### config.mk
export PLATFORM = sky130hd
export DESIGN_NAME = fixed_travel_motor_controller_top
export DESIGN_NICKNAME = d
export VERILOG_FILES = /design/src/hw/rtl/ftmc_pkg.sv /design/src/hw/rtl/fixed_travel_motor_controller_top.sv
export SDC_FILE = /design/constraint.sdc
export NUM_CORES = 1
export LEC_CHECK = 0
export BUFFER_PORTS_ARGS = -buffer_cell sky130_fd_sc_hd__buf_2
export CORE_MARGIN = 5
export CORE_UTILIZATION = 45
export DETAILED_ROUTE_END_ITERATION = 8
export GPL_TIMING_DRIVEN = 0
export HOLD_SLACK_MARGIN = 0.03
export PLACE_DENSITY_LB_ADDON = 0.3
export SETUP_SLACK_MARGIN = 0.15
export SKIP_LAST_GASP = 1
export SYNTH_ARGS = -nofsm -noshare
export SYNTH_HDL_FRONTEND = slang
export SYNTH_SLANG_ARGS = --single-unit
### constraint.sdc
create_clock -name clk -period 8.5 [get_ports clk]
set_input_delay 0.425 -clock clk [delete_from_list [all_inputs] [get_ports clk]]
set_output_delay 0.425 -clock clk [all_outputs]
set_load 0.01 [all_outputs]
### src/hw/rtl/ftmc_pkg.sv
package ftmc_pkg;

	localparam int POSITION_BITS = 16;

	typedef logic [POSITION_BITS-1:0] pos_t;
	typedef logic [2:0] mode_t;
	typedef logic [2:0] lines_t;

	localparam mode_t ST_IDLE       = 3'd0;
	localparam mode_t ST_START_DOWN = 3'd1;
	localparam mode_t ST_START_UP   = 3'd2;
	localparam mode_t ST_ESTOP      = 3'd3;
	localparam mode_t ST_UP_WRAP    = 3'd4;
	localparam mode_t ST_UP_PLAIN   = 3'd5;
	localparam mode_t ST_DOWN_WRAP  = 3'd6;
	localparam mode_t ST_DOWN_PLAIN = 3'd7;

	// Line bits: 0 left, 1 right, 2 enable.
	localparam lines_t LINES_OFF   = 3'b000;
	localparam lines_t LINES_LEFT  = 3'b101;
	localparam lines_t LINES_RIGHT = 3'b110;

	localparam logic [15:0] DISTANCE_RESET = 16'd60000;

endpackage

### src/hw/rtl/fixed_travel_motor_controller_top.sv
// Fixed-travel motor controller.
// The input channel (in_valid/in_ready) carries one sample word per tick: the
// emergency stop, resume and start buttons and the encoder position. For every
// accepted word the block returns one result word on the output channel
// (out_valid/out_ready): the left, right and enable motor lines and the mode code.
// The control state, origin, target and motor lines are updated at the edge that
// accepts a word, and the updated state registers themselves drive the result,
// so the result appears in the cycle after acceptance.
// Throughput is one word per cycle; the whole update is one compare-and-add
// level between the state registers. When the receiver stalls, the result is
// held and in_ready drops until it is taken; a word is accepted in the same
// cycle that the waiting result is taken.
// The travel distance is written on the cfg_valid/cfg_ready channel, which is
// always ready, and should only be written while the block is idle.
// Reset puts the block in idle with all motor lines off, origin and target at
// zero, the travel distance at 60000, and no result pending.
module fixed_travel_motor_controller_top (
	input  logic        clk,
	input  logic        arst_n,
	input  logic        in_valid,
	output logic        in_ready,
	input  logic        emergency_stop,
	input  logic        resume_button,
	input  logic        start_up_request,
	input  logic        start_down_request,
	input  logic [15:0] position,
	output logic        out_valid,
	input  logic        out_ready,
	output logic        motor_left,
	output logic        motor_right,
	output logic        motor_enable,
	output logic [2:0]  mode_code,
	input  logic        cfg_valid,
	output logic        cfg_ready,
	input  logic [15:0] travel_distance
);

	ftmc_pkg::mode_t  state_q, state_d;
	ftmc_pkg::lines_t lines_q, lines_d;
	ftmc_pkg::pos_t   origin_q, origin_d;
	ftmc_pkg::pos_t   target_q, target_d;
	logic [15:0]      distance_q;
	logic             out_valid_q;
	logic             in_accept;
	ftmc_pkg::pos_t   pos;
	ftmc_pkg::pos_t   distance;

	assign in_ready  = !out_valid_q || out_ready;
	assign in_accept = in_valid && in_ready;
	assign cfg_ready = 1'b1;
	assign pos      = ftmc_pkg::pos_t'(position);
	assign distance = ftmc_pkg::pos_t'(distance_q);

	always_comb begin
		state_d  = state_q;
		lines_d  = lines_q;
		origin_d = origin_q;
		target_d = target_q;
		if (state_q != ftmc_pkg::ST_ESTOP && emergency_stop) begin
			state_d = ftmc_pkg::ST_ESTOP;
			lines_d = ftmc_pkg::LINES_OFF;
		end else begin
			unique case (state_q)
				ftmc_pkg::ST_IDLE: begin
					if (start_up_request && !start_down_request) begin
						state_d = ftmc_pkg::ST_START_UP;
					end else if (!start_up_request && start_down_request) begin
						state_d = ftmc_pkg::ST_START_DOWN;
					end
				end
				ftmc_pkg::ST_START_UP: begin
					state_d = (pos >= target_q) ? ftmc_pkg::ST_UP_PLAIN
						: ftmc_pkg::ST_UP_WRAP;
					lines_d = ftmc_pkg::LINES_LEFT;
				end
				ftmc_pkg::ST_START_DOWN: begin
					state_d = (pos > target_q) ? ftmc_pkg::ST_DOWN_WRAP
						: ftmc_pkg::ST_DOWN_PLAIN;
					lines_d = ftmc_pkg::LINES_RIGHT;
				end
				ftmc_pkg::ST_ESTOP: begin
					if (resume_button && !emergency_stop) begin
						state_d = ftmc_pkg::ST_IDLE;
						lines_d = ftmc_pkg::LINES_OFF;
					end
				end
				ftmc_pkg::ST_UP_WRAP: begin
					if (pos < target_q && pos > origin_q) begin
						state_d = ftmc_pkg::ST_IDLE;
						lines_d = ftmc_pkg::LINES_OFF;
					end else if (start_up_request) begin
						state_d = ftmc_pkg::ST_START_UP;
					end
				end
				ftmc_pkg::ST_UP_PLAIN: begin
					if (pos < target_q || pos > origin_q) begin
						state_d = ftmc_pkg::ST_IDLE;
						lines_d = ftmc_pkg::LINES_OFF;
					end else if (start_up_request) begin
						state_d = ftmc_pkg::ST_START_UP;
					end
				end
				ftmc_pkg::ST_DOWN_WRAP: begin
					if (pos > target_q && pos < origin_q) begin
						state_d = ftmc_pkg::ST_IDLE;
						lines_d = ftmc_pkg::LINES_OFF;
					end else if (start_down_request) begin
						state_d = ftmc_pkg::ST_START_DOWN;
					end
				end
				default: begin
					if (pos > target_q || pos < origin_q) begin
						state_d = ftmc_pkg::ST_IDLE;
						lines_d = ftmc_pkg::LINES_OFF;
					end else if (start_down_request) begin
						state_d = ftmc_pkg::ST_START_DOWN;
					end
				end
			endcase
			// Entering a start state latches a new origin and target.
			if (state_d == ftmc_pkg::ST_START_UP) begin
				lines_d  = ftmc_pkg::LINES_LEFT;
				origin_d = pos;
				target_d = pos - distance;
			end else if (state_d == ftmc_pkg::ST_START_DOWN) begin
				lines_d  = ftmc_pkg::LINES_RIGHT;
				origin_d = pos;
				target_d = pos + distance;
			end
		end
	end

	always_ff @(posedge clk or negedge arst_n) begin
		if (!arst_n) begin
			state_q     <= ftmc_pkg::ST_IDLE;
			lines_q     <= ftmc_pkg::LINES_OFF;
			origin_q    <= '0;
			target_q    <= '0;
			distance_q  <= ftmc_pkg::DISTANCE_RESET;
			out_valid_q <= 1'b0;
		end else begin
			if (cfg_valid && cfg_ready) begin
				distance_q <= travel_distance;
			end
			if (in_accept) begin
				state_q     <= state_d;
				lines_q     <= lines_d;
				origin_q    <= origin_d;
				target_q    <= target_d;
				out_valid_q <= 1'b1;
			end else if (out_ready) begin
				out_valid_q <= 1'b0;
			end
		end
	end

	assign out_valid    = out_valid_q;
	assign motor_left   = lines_q[0];
	assign motor_right  = lines_q[1];
	assign motor_enable = lines_q[2];
	assign mode_code    = state_q;

	a_stop_forces_estop: assert property (@(posedge clk) disable iff (!arst_n)
		in_accept && emergency_stop |=> mode_code == ftmc_pkg::ST_ESTOP && !motor_enable)
		else $error("emergency stop did not force the stop state with lines off");

	a_lines_consistent: assert property (@(posedge clk) disable iff (!arst_n)
		!(motor_left && motor_right) && (motor_enable == (motor_left || motor_right)))
		else $error("motor lines drive both directions or enable mismatches");

	a_state_holds: assert property (@(posedge clk) disable iff (!arst_n)
		!in_accept |=> $stable(mode_code) && $stable(lines_q))
		else $error("control state changed without an accepted word");

	a_result_held: assert property (@(posedge clk) disable iff (!arst_n)
		out_valid && !out_ready |-> !in_ready)
		else $error("input accepted while a result is still waiting");

endmodule
# ---- Word level (Yosys, flattened, before mapping)
# Index checks and enable logic that the tools add are counted.
dict set report totals {
  romBits 0
  out_inout_bits 9
  ram_bits 0
  latchBits 0
  elab_cells 77
  memories 0
  regBits 55
}
dict set report classes {
  n_eq_ne 14
  n_mul 0
  n_bitwise 1
  n_shift 0
  reduce_logical 20
  div 0
  mux 29
  n_addsub 2
  order_cmp 5
}
# op count
set ops {}
lappend ops {{two-way mux 16 bit} 4}
lappend ops {{two-way mux 3 bit} 19}
lappend ops {{case mux 3 bit (7 select lines)} 2}
lappend ops {{greater-than comparator 16 bit} 2}
lappend ops {{< comparator 16 bit} 2}
lappend ops {{!= test 5 bit (second input constant)} 4}
lappend ops {{adder 16 bit} 1}
lappend ops {{>= comparator 16 bit} 1}
lappend ops {{subtractor 16 bit} 1}
lappend ops {{nonzero test 10 bit} 1}
lappend ops {{== test 3 x 2 -> 1 bit (second input constant)} 3}
lappend ops {{== test 3 bit (second input constant)} 3}
lappend ops {{logical AND 1 bit} 7}
lappend ops {{AND reduction 7 bit} 1}
lappend ops {{== test 3 x 1 -> 1 bit (second input constant)} 2}
lappend ops {{zero test 1 bit} 4}
lappend ops {{two-way mux 1 bit} 4}
lappend ops {{!= test 4 bit (second input constant)} 1}
lappend ops {{nonzero test 2 bit} 2}
lappend ops {{zero test 3 bit} 1}
lappend ops {{logical OR 1 bit} 3}
lappend ops {{!= test 3 x 2 -> 1 bit (second input constant)} 1}
lappend ops {{AND reduction 3 bit} 1}
lappend ops {{NOT 1 bit} 1}

# ---- Longest topological paths before layout
dict set report logic_depth {
  word_depth 10
  depth_mapped 27
}

# ---- Least setup slack after synthesis
# No wires, ideal clock.
dict set report synth_timing {
  path_type {input-to-reg}
  start {in position[1]}
  end {reg target_q[14]}
  t_arrival_ns 5.206
  slack_ns 3.199
  stages 25
  setup_ns 0.095
  cell_sequence {ha_1 > nor2b_1 > o211ai_1 > a2111o_1 > and3_1 > buf_6 > nor3b_2 > nor3b_1 > a221o_1 > or3_1 > buf_2 > buf_6 > a21o_1 > fa_1 > nor2b_1 > o21ai_0 > a21boi_0 > o21ai_0 > a21boi_0 > o21ai_0 > a21o_1 > a211oi_1 > o21ai_0 > and3_1 > o31ai_1}
}
dict set report synth_via {
  elab_chain_cells 8
  elab_cells_between_ends 25
  cone_classes {2 x add/sub; 5 x order compare; 2 x eq/ne; 10 x mux; 6 x reduce/logical}
}
# element line_no
set synth_rtl {}
lappend synth_rtl {{from (decl)} fixed_travel_motor_controller_top.sv:26} ;# input logic [15:0] position,
lappend synth_rtl {{greater-than comparator 16 bit (tied with other cells)} {fixed_travel_motor_controller_top.sv:77, fixed_travel_motor_controller_top.sv:104, fixed_travel_motor_controller_top.sv:112}}
lappend synth_rtl {{logical OR 1 bit (tied with other cells)} fixed_travel_motor_controller_top.sv:112} ;# if (pos > target_q || pos < origin_q) begin
lappend synth_rtl {{two-way mux 3 bit (on tied branches)} n/a}
lappend synth_rtl {{case mux 3 bit (7 select lines)} fixed_travel_motor_controller_top.sv:63} ;# unique case (state_q)
lappend synth_rtl {{two-way mux 3 bit} fixed_travel_motor_controller_top.sv:59} ;# if (state_q != ftmc_pkg::ST_ESTOP && emergency_stop) begin
lappend synth_rtl {{== test 3 x 2 -> 1 bit or == test 3 x 1 -> 1 bit (tied branches)} {fixed_travel_motor_controller_top.sv:121, fixed_travel_motor_controller_top.sv:125}}
lappend synth_rtl {{nonzero test 2 bit (no line)} n/a}
lappend synth_rtl {{AND reduction 3 bit (no line)} n/a}
lappend synth_rtl {{to (signal assigned)} fixed_travel_motor_controller_top.sv:149} ;# target_q <= target_d;
lappend synth_rtl {{to (decl)} fixed_travel_motor_controller_top.sv:41} ;# ftmc_pkg::pos_t target_q, target_d;
# Several ways; a longest one is shown, not always the timed one. The select of a mux whose other input is x is not followed.
# A chain may end at the register's enable or synchronous reset.

# ---- Worst setup path in the final report
dict set report layout_timing {
  start {reg target_q[7]}
  end {reg target_q[14]}
}
dict set report layout_via {
  elab_chain_cells 8
  elab_cells_between_ends 20
  cone_classes {3 x order compare; 2 x eq/ne; 9 x mux; 6 x reduce/logical}
}
# element line_no
set layout_rtl {}
lappend layout_rtl {{greater-than comparator 16 bit or < comparator 16 bit (tied branches)} n/a}
lappend layout_rtl {{logical OR 1 bit (tied with other cells)} fixed_travel_motor_controller_top.sv:112}
lappend layout_rtl {{two-way mux 3 bit (on tied branches)} n/a}
lappend layout_rtl {{case mux 3 bit (7 select lines) *} fixed_travel_motor_controller_top.sv:63}
lappend layout_rtl {{two-way mux 3 bit *} fixed_travel_motor_controller_top.sv:59}
lappend layout_rtl {{== test 3 x 2 -> 1 bit or == test 3 x 1 -> 1 bit (tied branches)} {fixed_travel_motor_controller_top.sv:121, fixed_travel_motor_controller_top.sv:125}}
lappend layout_rtl {{nonzero test 2 bit (no line)} n/a}
lappend layout_rtl {{AND reduction 3 bit (no line)} n/a}
# Mark *: on every way between the ends. The rest lies on a longest branch, timed or not. The select of a mux whose other input is x is not followed.

==> impl_metrics.py <==
metrics = {
    "critical_path": {
        "timing.critical_path.mode_cell": "o21ai_0",
        "cp_data_required_time_ns": 8.72,
        "critical_path_fanouts_max": 10,
        "cpLargestDelayFamily": "compound AO/OA/AOI/OAI gates",
        "worst_setup_start_kind": "register",
        "worst_path_largest_cell_delay_ns": 0.43,
        "worst_path_max_delay_cell": "fa_1",
        "cp_num_buf_inv": 4,
        "crit_arrival_ns": 6.21,
        "cp-end-kind": "register",
        "crit_type": "register to register",
    },
    "sta": {
        "timing.final.setup_violations": 0,
        "period_share_pct": 70.49,
        "setup_slack_ns": 2.508,
        "report.final.slew_viol_count": 0,
        "final.setup_skew_ns": 0.008674,
        "layout_min_cycle_time_ns": 5.992,
        "final_hold_viol_count": 0,
        "worst_slew_pin_slew_ns": 0.7049,
        "grt_setup_unrepaired": "false",
        "max_freq_mhz": 166.9,
        "slew_headroom_pct": 53.00,
        "setup_tns_ns": 0,
    },
    "detailed_routing": {
        "met2RoutedLength_um": 4380,
        "post-route-drc-count": 0,
        "num_vias": 3345,
        "post_drt_wl_per_cell_um": 15.04,
        "routedLengthMet1_um": 4261,
        "met3RoutedLength_um": 370,
        "detail_route.wirelength_um": 9217,
        "vias_per_cell": 5.457,
        "drtAntennaViolNets": 0,
        "drt_iter0_drc": 90,
        "detailed_router_iteration_count_before_antenna_repair": 4,
        "top_layer": "met4",
    },
    "cts": {
        "cts_sinks": 55,
        "holdBufCountCts": 0,
        "cts_setup_buffers": 0,
        "cts_root_buf": "clkbuf_8",
        "cts-buffers-inserted": 5,
        "cts_max_level": 2,
        "cts_tree": "built",
        "cts.clk_slew.worst_paths_ns": 0.10,
        "clk-insertion-delay-late_ns": 0.31,
        "cts_max_path_buffers": 2,
        "postCtsResizedCells": 0,
    },
    "floorplan": {
        "start_util_pct": 45.49,
        "pin_count": 50,
        "rows": 35,
        "floorplan.die_area_um2": 11230,
        "die-width_um": 106.0,
        "core-area_um2": 9109,
        "fp.dieH_um": 106.0,
    },
    "outcome": {
        "run_status": "completed",
    },
    "logic_synthesis": {
        "synth_compound_gate_area_share_pct": 17.03,
        "ys_ff_latch": 55,
        "synth_mux_area_share_pct": 8.152,
        "yosys.area.top_type": "dfrtp_1",
        "synth_top_flop_cell": "dfrtp_1",
        "netlist.area_leader.share_pct": 28.99,
        "ys_warn_count": 0,
        "yosys.area_share.xor_xnor_pct": 5.918,
        "synth-simple-area-share_pct": 14.34,
        "synth_fa_ha_area_share_pct": 14.98,
        "synth_fp_nets": 537,
        "synth_area_per_cell_um2": 9.271,
        "synthDistinctLibCells": 58,
        "sequential_element_share_of_the_synthesized_area_pct": 33.42,
        "synth_enable_flop_cells": 0,
        "synth-async-reset-ratio_pct": 100.0,
        "area_of_the_mapped_netlist_um2": 4144,
        "ys_top_cells_by_area": "dfrtp_1, ha_1, mux2_2, dfstp_2, nand2_1",
        "syn_inst": 447,
        "combinational_family_with_the_most_area_after_synthesis": "compound AO/OA/AOI/OAI gates",
    },
    "global_routing": {
        "first_pass_grt_wire_length_um": 15400,
        "first_global_vias": 3343,
        "overflow": 0,
        "total_track_usage_pct": 16.81,
        "grt_start_max_net_pins": 56,
        "antenna_found_initial": 0,
    },
    "place": {
        "place_worst_setup_slack_ns": 2.301,
        "finalWeightedCongestion": 0.8320,
        "placement.io_buffers": 47,
        "post-place-cells": 605,
        "half_perimeter_wire_length_of_the_detailed_placement_result_um": 7219,
    },
    "run": {
        "cap_violations": 0,
    },
    "power": {
        "fin_total_pwr_mw": 1.776,
        "vdd_drop_max_mv": 0.1464,
        "power-per-cell-area_nw_per_um2": 383.6,
        "p_leak_nw": 2.220,
    },
    "finish": {
        "post_layout_nonfiller_instances": 613,
        "final_net_count": 591,
        "num_antenna_cells": 0,
        "final_layout_size_suffix_gt1_share_pct": 22.11,
        "area_growth_syn_to_layout_pct": 11.75,
    },
    "hold_path": {
        "min-delay-path-class": "primary input to asynchronous set/reset pin",
    },
}
[layout make-up]
class	instances	area [µm²]
Fill cell	876	4478
Timing Repair Buffer	47	237.7
Inverter	46	172.7
Multi-Input combinational cell	332	2507
Sequential cell	55	1385
Buffer	14	78.83
Clock buffer	6	72.57
Tap cell	111	138.9
Clock inverter	2	37.54
[worst register-to-register path, delay by kind of cell (launching register included)]
kind / cells / cell delay, ns
AOI/OAI and AO/OA: 15 / 3.14
adders and majority gates: 2 / 0.75
buffers and inverters: 4 / 0.53
DFF: 1 / 0.35
and+or+nand+nor: 5 / 1.12
[flip-flops by register name (all words and copies together) (netlist names)]
signal	cells
distance	16
origin_q	16
target_q	16
lines_q	3
mode_code	3
out_valid	1
[report_power, final]
group	leakage (nW)	switching, mW	internal [mW]	total (mW)
sequential	0.655	0.0511	0.362	0.413
combinational	1.51	0.654	0.534	1.19
clock	0.0514	0.0882	0.0881	0.176
total	2.22	0.793	0.984	1.78
[metrics by stage]
step / hold slack, ns / area, µm² / util, %
after floorplan: 0.1294 / 4144 / -
after global placement: 0.4637 / 4518 / 49.60
after detailed placement: 0.4710 / 4518 / 49.60
after CTS: 0.3131 / 4628 / 50.81
after global routing: 0.2081 / 4631 / 50.84
final: 0.1487 / 4631 / 50.84
[cell usage after synthesis, types with 9 or more instances]
| master | number |
|---|---|
| dfrtp_1 | 48 |
| ha_1 | 48 |
| nand2_1 | 47 |
| inv_1 | 45 |
| mux2_2 | 30 |
| o21ai_0 | 30 |
| a21oi_1 | 26 |
| xor2_1 | 15 |
| nor2_1 | 13 |
| xnor2_1 | 13 |
| o31ai_1 | 9 |
| or3_1 | 9 |
[worst paths after layout]
kind | start | to | slack (ns) | cells past startpoint
setup / recovery | target_q[7] | target_q[14] | 2.51 | 26
setup reg to reg | target_q[7] | target_q[14] | 2.51 | 26
min in group clk | in_valid | out_valid | 0.31 | 2
hold / removal | arst_n | distance[4] | 0.15 | 1
max in group asynchronous | arst_n | origin_q[12] | 7.88 | 1
hold reg to reg | target_q[3] | target_q[3] | 0.49 | 2
[cells by family after synthesis]
kind of cell / Yosys count
flops: 55
fa+ha+maj: 49
buf+inv: 60
other cells: 1
xor+xnor: 28
mux: 30
simple gates: 117
compound gates: 107
[routing by layer]
layer | track usage [%] | vias up
met5 | 0 | -
met4 | 4.995 | 0
met3 | 2.611 | 15
met2 | 29.83 | 71
met1 | 21.07 | 1563
li1 | - | 1696
[cell usage in the layout, fill, tap and decap left out, types with 2 or more instances in the layout]
master     instances
dfrtp_1           48
and4_1             3
nor4_1             4
nand3_1            8
nor3_1             5
clkbuf_1           5
xnor2_1           13
xor2_1            15
nor3b_1            2
a21oi_1           26
clkbuf_8           5
nand2b_1           7
a2111o_1           2
a211oi_1           3
o21ai_0           30
nand2_1           47
buf_6              2
a31oi_1            4
o31ai_1            9
dfstp_2            7
a21o_1             7
and3_1             4
nand4_1            5
nor4_2             2
nor2_1            13
o211ai_1           2
buf_4              2
nor2b_1            5
o31ai_2            2
a31o_2             2
inv_1             45
a21boi_0           3
mux2_2            30
ha_1              48
o2bb2ai_1          2
or3_1              9
buf_2             52
No activity file was read; power rests on OpenSTA's default activity.
